==> src/design/srdp_pkg.sv <==
// Shared types and constants for the sparse row store dot product block.
package srdp_pkg;

   localparam int MAX_ROWS      = 1024;
   localparam int MAX_NONZEROS  = 4096;
   localparam int COLUMN_BITS   = 16;
   localparam int ROW_ADDR_BITS = $clog2(MAX_ROWS);
   localparam int ROWS_BITS     = ROW_ADDR_BITS + 1;
   localparam int NNZ_ADDR_BITS = $clog2(MAX_NONZEROS);
   localparam int PTR_BITS      = NNZ_ADDR_BITS + 1;
   localparam int VALUE_BITS    = 32;
   localparam int ACC_BITS      = 64;
   localparam int WIDTH_BITS    = 16;
   localparam int REQ_DATA_BITS = 72;
   localparam int RSP_USER_BITS = 3;

   typedef enum logic [1:0] {
      STATUS_OK         = 2'd0,
      STATUS_NOT_LOADED = 2'd1,
      STATUS_OVERFLOW   = 2'd2
   } status_type;

   typedef enum logic [2:0] {
      ST_IDLE,
      ST_ROWS,
      ST_FETCH,
      ST_COMP,
      ST_ACC,
      ST_DONE
   } state_type;

   // Commands from the controller to the datapath.
   typedef struct packed {
      logic load_en;
      logic query_start;
      logic ptr_load;
      logic fetch;
      logic step;
      logic acc_en;
      logic out_load;
   } cmd_type;

   // Status from the datapath to the controller.
   typedef struct packed {
      logic rows_ok;
      logic walk_done;
      logic limit_hit;
      logic match;
      logic rsp_free;
   } stat_type;

endpackage

==> src/design/srdp_ctrl.sv <==
// Controller state machine that sequences loads and the merge walk of a query.
module srdp_ctrl
   import srdp_pkg::*;
(
   input  logic     clock,
   input  logic     reset,
   input  logic     req_tvalid,
   input  logic     req_action,
   output logic     req_tready,
   input  stat_type stat,
   output cmd_type  cmd
);

   state_type state_ff, state_in;

   // State register.
   always_ff @(posedge clock) begin
      if (reset) begin
         state_ff <= ST_IDLE;
      end else begin
         state_ff <= state_in;
      end
   end

   // Next state and commands.
   always_comb begin
      state_in   = state_ff;
      cmd        = '0;
      req_tready = 1'b0;
      case (state_ff)
         ST_IDLE: begin
            req_tready = 1'b1;
            if (req_tvalid) begin
               if (req_action) begin
                  cmd.query_start = 1'b1;
                  state_in = stat.rows_ok ? ST_ROWS : ST_DONE;
               end else begin
                  cmd.load_en = 1'b1;
               end
            end
         end
         ST_ROWS: begin
            cmd.ptr_load = 1'b1;
            state_in = ST_FETCH;
         end
         ST_FETCH: begin
            if (stat.walk_done) begin
               state_in = ST_DONE;
            end else begin
               cmd.fetch = 1'b1;
               state_in = ST_COMP;
            end
         end
         ST_COMP: begin
            if (stat.limit_hit) begin
               state_in = ST_DONE;
            end else begin
               cmd.step = 1'b1;
               state_in = stat.match ? ST_ACC : ST_FETCH;
            end
         end
         ST_ACC: begin
            cmd.acc_en = 1'b1;
            state_in = ST_FETCH;
         end
         ST_DONE: begin
            if (stat.rsp_free) begin
               cmd.out_load = 1'b1;
               state_in = ST_IDLE;
            end
         end
         default: begin
            state_in = ST_IDLE;
         end
      endcase
   end

endmodule

==> config.mk <==
export PLATFORM = sky130hd
export DESIGN_NAME = srdp_ctrl
export DESIGN_NICKNAME = d
export VERILOG_FILES = /design/src/design/srdp_pkg.sv /design/src/design/srdp_ctrl.sv
export SDC_FILE = /design/constraint.sdc
export NUM_CORES = 1
export LEC_CHECK = 0
export BUFFER_PORTS_ARGS = -buffer_cell sky130_fd_sc_hd__buf_4
export CORE_AREA = 2 2 39 41
export CTS_CLUSTER_DIAMETER = 200
export DETAILED_ROUTE_END_ITERATION = 12
export DIE_AREA = 0 0 41 43
export PLACE_DENSITY = 0.51
export SLEW_MARGIN = 15
export SYNTH_ARGS = -nofsm -noshare
export SYNTH_HDL_FRONTEND = slang
export SYNTH_SLANG_ARGS = --single-unit
export TNS_END_PERCENT = 20
==> constraint.sdc <==
create_clock -name clock -period 1.1 [get_ports clock]
set_input_delay 0.22 -clock clock [delete_from_list [all_inputs] [get_ports clock]]
set_output_delay 0.22 -clock clock [all_outputs]
set_load 0.01 [all_outputs]
==> results of run 1 <==
worst max-delay path by stage:
stage / start / endpoint / cells after the start
after detailed placement: state_ff[0] / state_ff[2] / 3
final: state_ff[0] / cmd[5] / 4
after global placement: state_ff[0] / cmd[5] / 4
after floorplan: state_ff[2] / state_ff[2] / 3
after global routing: state_ff[0] / cmd[5] / 4
after CTS: state_ff[2] / cmd[5] / 4
cell families (layout without fill, tap and decap cells):
logic type | Yosys count | after routing | synth area share
buffers and inverters | 5 | 34 | 0.07917
and+or+nand+nor | 17 | 17 | 0.4159
AOI/OAI and AO/OA | 8 | 8 | 0.2673
DFF | 3 | 3 | 0.2376
cell usage after synthesis:
library cell,number,area (sq um)
dfxtp_1,3,60.06
o211ai_1,2,15.01
or3_1,2,12.51
inv_1,4,15.01
and3_1,1,6.260
o22a_1,1,8.760
nand2b_1,1,6.260
or3_4,1,11.26
o32a_1,1,10.01
a21boi_0,1,7.510
buf_2,1,5.000
nand3b_1,1,7.510
nor3b_1,4,30.03
nor3_1,2,10.01
o41ai_2,1,16.27
a21oi_1,2,10.01
nor2_1,4,15.01
nor2b_1,1,6.260
routing by layer:
metal	GRT usage	share of wire	wire (um)	vias to the layer above
li1	-	-	-	180
met1	0.1250	0.42	327	150
met2	0.1500	0.45	350	17
met3	0.05236	0.13	98	0
met4	0.02000	0	0	0
met5	0	0	0	-
worst register-to-register path: stages, from the launching register on:
cell and delay, ns:
dfxtp_2 0.32, or3_4 0.40, buf_4 0.16, o32a_1 0.17
o41ai_2 0.19
cell type report:
type                    instances  area share
multi-input cells              25      0.3919
repair buffers                 26      0.3851
flip-flops and latches          3      0.1126
clock buffers                   4     0.04730
well taps                      16     0.03604
inverters                       4     0.02703
repair_timing:
action                                 CTS  global route
setup buffers                            1             0
pin swaps                                1             3
setup endpoints to repair               11            11
endpoints found under the hold margin    0             0
gates resized for setup                 13             4
power groups by stage:
stage | sequential, mW | combinational [mW] | clock, mW
3_5_place_dp | 0.193 | 0.857 | 0
5_1_grt | 0.207 | 1.17 | 0.214
2_1_floorplan | 0.201 | 0.419 | 0
4_1_cts | 0.201 | 1.02 | 0.202
6_report | 0.199 | 1.07 | 0.187
3_3_place_gp | 0.190 | 0.862 | 0
metrics by stage:
| stage | setup slack (ns) | setup TNS [ns] | hold slack (ns) | cell area (sq um) | total power [mW] |
|---|---|---|---|---|---|
| 6_report | -0.3778 | -2.558 | 0.1832 | 555.5 | 1.461 |
| 5_1_grt | -0.4245 | -3.154 | 0.1823 | 555.5 | 1.588 |
| 3_5_place_dp | -0.1853 | -0.9398 | 0.4262 | 460.4 | 1.050 |
| 2_1_floorplan | -0.1472 | -0.3892 | 0.2891 | 257.7 | 0.6198 |
| 4_1_cts | -0.4029 | -2.958 | 0.1721 | 535.5 | 1.425 |
| 3_3_place_gp | -0.1597 | -0.9073 | 0.4296 | 460.4 | 1.052 |
==> metrics.csv, run 1 <==
stage;metric;value;unit
cts;hold_buf cts;0;
critical_path;max incr delay on CP;0.40;ns
worst_hold_path;hold_sp;reset;
timing;Final Skew;0.001107;ns
timing;final slew viol count;0;
floorplan;Die ar.;0.001763;sq mm
place;post-DP HPWL;615;um
place;number of port buffers;16;
grt;largest net degree at the start of global routing;8;
critical_path;Worst Path Max Fanout;3;
worst_hold_path;path type of the worst min-delay path;primary input to register;
cts;TritonCTS Buffers;3;
route;Routed Antenna Nets;0;
synthesis;Synth Net Count;42;
power;sw power;0.5213;mW
critical_path;Crit-path slowest cell;or3_4;
cells_and_area;# diodes;0;
cells_and_area;FILL cells;155;
timing;Worst-Margin Slew;0.2138;ns
timing;Rel. slew slack;0.8559;
synthesis;YS warnings;0;
grt;total global routing overflow;0;
cells_and_area;Largest regs;state_ff (3);
route;drt drc;0;
timing;Period Utilization, post-route;1.343;
cts;Clock Tree Buf Depth;2;
critical_path;CP Class;register to output pin;
cts;H-tree depth;1;
cells_and_area;most flop-heavy register;state_ff;
critical_path;end of the worst register-to-register path;state_ff[2];
synthesis;Netlist cell types;18;
cells_and_area;most common cell after layout, fill and taps aside;buf_4;
cells_and_area;most frequent cells in the layout;buf_4 (21), buf_6 (5), nor2_1 (4);
route;drt first pass iters;3;
cells_and_area;area delta synth->final;119.8;%
critical_path;Top delay family on crit path;simple AND/OR/NAND/NOR gates;
timing;RSZ-0062 raised after global routing;yes;
place;RePlAce Congestion;0.7767;
route;Detailed Route WL;776;um
cts;CTS root buffer;clkbuf_4;
worst_hold_path;WHS Path Cells;2;
cts;CTS tree;done;
power;P per Cell Area;2630;mW/mm^2
synthesis;Seq/Total Area, Yosys;0.2376;
route;post-DR vias/cell;4.449;
grt;global-route wire length before repair;1.214;mm
grt;Total GRT Usage;0.1003;
power;Clk pwr share;0.128;
synthesis;synthesized area per cell;7.659;sq um
cells_and_area;register area;62.56;sq um
grt;vias in the first global route;331;
run_status;failing checks;setup timing;
power;Gate power share;0.735;
synthesis;synthesized flop and latch total;3;
run;max-capacitance violation count;0;
critical_path;crit end category;output pin;
cells_and_area;final core utilization;0.4014;
critical_path;CP bufs+invs;2;
route;Avg WL per Cell;9.949;um
power;Switching Share;0.3569;
floorplan;site row count;14;
power;sequential share of power;0.136;
critical_path;Reg2Reg Depth;4;
timing;Final setup viols;11;
timing;minimum clock period;1.478;ns
critical_path;critical-path cell list;or3_4 -> inv_2 -> and3_4 -> buf_6;
grt;initial antenna violation count;0;
floorplan;chip height;43;um
synthesis;Post-Syn Instances;33;
route;initial DRC count;7;
floorplan;Core Box Area;0.001384;sq mm
cells_and_area;Cell Count, Final, Fillers Out;78;
floorplan;Initial Util;0.1826;
cts;clock-pin slew of the registers on the worst-case setup and hold paths;0.04;ns
timing;maximum clock rate;0.6767;GHz
timing;Hold Vio Cnt, Final;0;
cts;Clock Sinks;3;
critical_path;CP startpoint kind;register;
power;maximum VDD drop;1026;uV
critical_path;FF-to-FF Start;state_ff[0];
worst_hold_path;hold path endpoint;state_ff[1];
place;dpl cells;73;
power;cell leakage power;0.2509;nW
cells_and_area;Nets;72;
synthesis;Synth Cell Area;252.7;sq um
floorplan;Die Wd;41;um
run_status;status;finished, violations left;
cells_and_area;share of cells above drive strength 1;0.6935;
critical_path;critical path arrival;1.26;ns
critical_path;WP data required;0.88;ns
power;P_int;0.9395;mW
cells_and_area;max reg flops;3;
route;via count;347;
cts;Skew-Pair Late Insertion Delay;0.23;ns
cells_and_area;multi-input logic area;217.7;sq um
critical_path;Worst R2R Setup Slack;-0.23;ns
floorplan;I/O Pins;17;
timing;final setup margin;-0.3778;ns
No activity file was read; power rests on OpenSTA's default activity.
==> run 2: changes to the inputs <==
CELL_PAD_IN_SITES_DETAIL_PLACEMENT = 1   (was default)
CELL_PAD_IN_SITES_GLOBAL_PLACEMENT = 2   (was default)
CORE_AREA = default   (was 2 2 39 41)
CORE_MARGIN = 2   (was default)
CORE_UTILIZATION = 16   (was default)
DIE_AREA = default   (was 0 0 41 43)
PLACE_DENSITY = 0.73   (was 0.51)
==> metrics.csv, run 2 (synthesized netlist as in run 1, its figures left out) <==
stage;metric;value;unit
timing;minimum clock period;1.522;ns
cts;Skew-Pair Late Insertion Delay;0.24;ns
power;Switching Share;0.3749;
run_status;failing checks;setup timing;
timing;Period Utilization, post-route;1.384;
floorplan;Die ar.;0.001914;sq mm
critical_path;Worst Path Max Fanout;4;
grt;initial antenna violation count;0;
cts;CTS root buffer;clkbuf_4;
power;cell leakage power;0.2535;nW
route;initial DRC count;2;
cells_and_area;Nets;72;
place;post-DP HPWL;769.6;um
cells_and_area;# diodes;0;
place;Placed Area;460.4;sq um
critical_path;CP startpoint kind;register;
grt;vias in the first global route;369;
power;Gate power share;0.721;
timing;final setup margin;-0.4224;ns
route;drt first pass iters;3;
place;RePlAce Congestion;0.7639;
route;via count;357;
floorplan;I/O Pins;17;
cells_and_area;most frequent cells in the layout;buf_4 (22), nor2_1 (4), buf_6 (4);
cts;H-tree depth;1;
cts;TritonCTS Buffers;3;
critical_path;critical path arrival;1.30;ns
power;P per Cell Area;2709;mW/mm^2
route;drt drc;0;
timing;Worst-Margin Slew;0.2265;ns
timing;Final setup viols;11;
timing;Hold Vio Cnt, Final;0;
cells_and_area;most flop-heavy register;state_ff;
cts;hold_buf cts;0;
worst_hold_path;path type of the worst min-delay path;primary input to register;
floorplan;chip height;43.75;um
route;Detailed Route WL;1.001;mm
floorplan;Die Wd;43.75;um
cells_and_area;Largest regs;state_ff (3);
cts;clock-pin slew of the registers on the worst-case setup and hold paths;0.04;ns
cells_and_area;Final Cell Area;553.0;sq um
floorplan;Core Box Area;0.001489;sq mm
grt;global-route wire length before repair;1.587;mm
run_status;status;finished, violations left;
grt;largest net degree at the start of global routing;7;
critical_path;CP Class;register to output pin;
route;Routed Antenna Nets;0;
cells_and_area;final core utilization;0.3714;
cells_and_area;share of cells above drive strength 1;0.6935;
route;Avg WL per Cell;12.83;um
floorplan;Initial Util;0.1697;
cells_and_area;area delta synth->final;118.8;%
critical_path;crit end category;output pin;
timing;RSZ-0062 raised after global routing;yes;
cts;CTS tree;done;
power;sequential share of power;0.147;
timing;maximum clock rate;0.6569;GHz
power;maximum VDD drop;1101;uV
run;max-capacitance violation count;0;
route;post-DR vias/cell;4.577;
power;sw power;0.5617;mW
grt;Total GRT Usage;0.1156;
power;P_int;0.9365;mW
cts;Clock Tree Buf Depth;2;
cells_and_area;most common cell after layout, fill and taps aside;buf_4;
cells_and_area;max reg flops;3;
timing;Final Skew;0.001127;ns
critical_path;WP data required;0.88;ns
place;worst slack, placed;-0.2103;ns
place;number of port buffers;16;
timing;Rel. slew slack;0.8473;
power;Clk pwr share;0.132;
floorplan;site row count;14;
timing;final slew viol count;0;
cts;Clock Sinks;3;
grt;total global routing overflow;0;
[run 2: critical path: stages, from the launching register on]
cell	delay [ns]
dfxtp_2	0.33
or3_4	0.41
inv_2	0.07
and3_4	0.17
buf_6	0.09
[run 2: final cells by class]
type	count	area, sq um
clock buffers	4	26.28
well taps	16	20.02
multi-input cells	25	217.7
fillers	187	935.9
repair buffers	26	210.2
inverters	4	15.01
flip-flops and latches	3	63.81
[run 2: repair_timing]
action,CTS,global route
endpoints found under the setup margin,11,11
endpoints found under the hold margin,0,0
gates resized for setup,16,0
setup buffers,1,0
pin swaps,2,1
[run 2: worst paths after layout]
path / from / endpoint / slack [ns] / cells after the start
setup reg to reg: state_ff[1] / state_ff[2] / -0.38 / 4
hold / removal: reset / state_ff[1] / 0.18 / 2
setup / recovery: state_ff[1] / cmd[5] / -0.42 / 4
hold reg to reg: state_ff[1] / state_ff[1] / 0.66 / 3
[run 2: through the flow]
step,cells,TNS [ns],total power [mW],hold slack [ns]
final,78,-2.997,1.498,0.1811
after global routing,78,-3.583,1.618,0.1697
after CTS,78,-3.100,1.515,0.1653
after detailed placement,73,-1.201,1.081,0.4295
after global placement,73,-1.039,1.062,0.4205
after floorplan,33,-0.3892,0.6198,0.2891
[run 2: power by group through the flow]
stage / logic, mW / registers, mW / clock network (mW)
floorplan: 0.419 / 0.201 / 0
global placement: 0.860 / 0.202 / 0
detailed placement: 0.877 / 0.204 / 0
CTS: 1.09 / 0.219 / 0.209
global route: 1.17 / 0.224 / 0.220
finish: 1.08 / 0.220 / 0.198
[run 2: layer usage]
layer / vias to the layer above / track usage / routed length (um)
met5: - / 0 / 0
met2: 8 / 0.1971 / 556
met3: 2 / 0.04167 / 45
li1: 178 / - / -
met1: 169 / 0.1263 / 390
met4: 0 / 0.05455 / 8
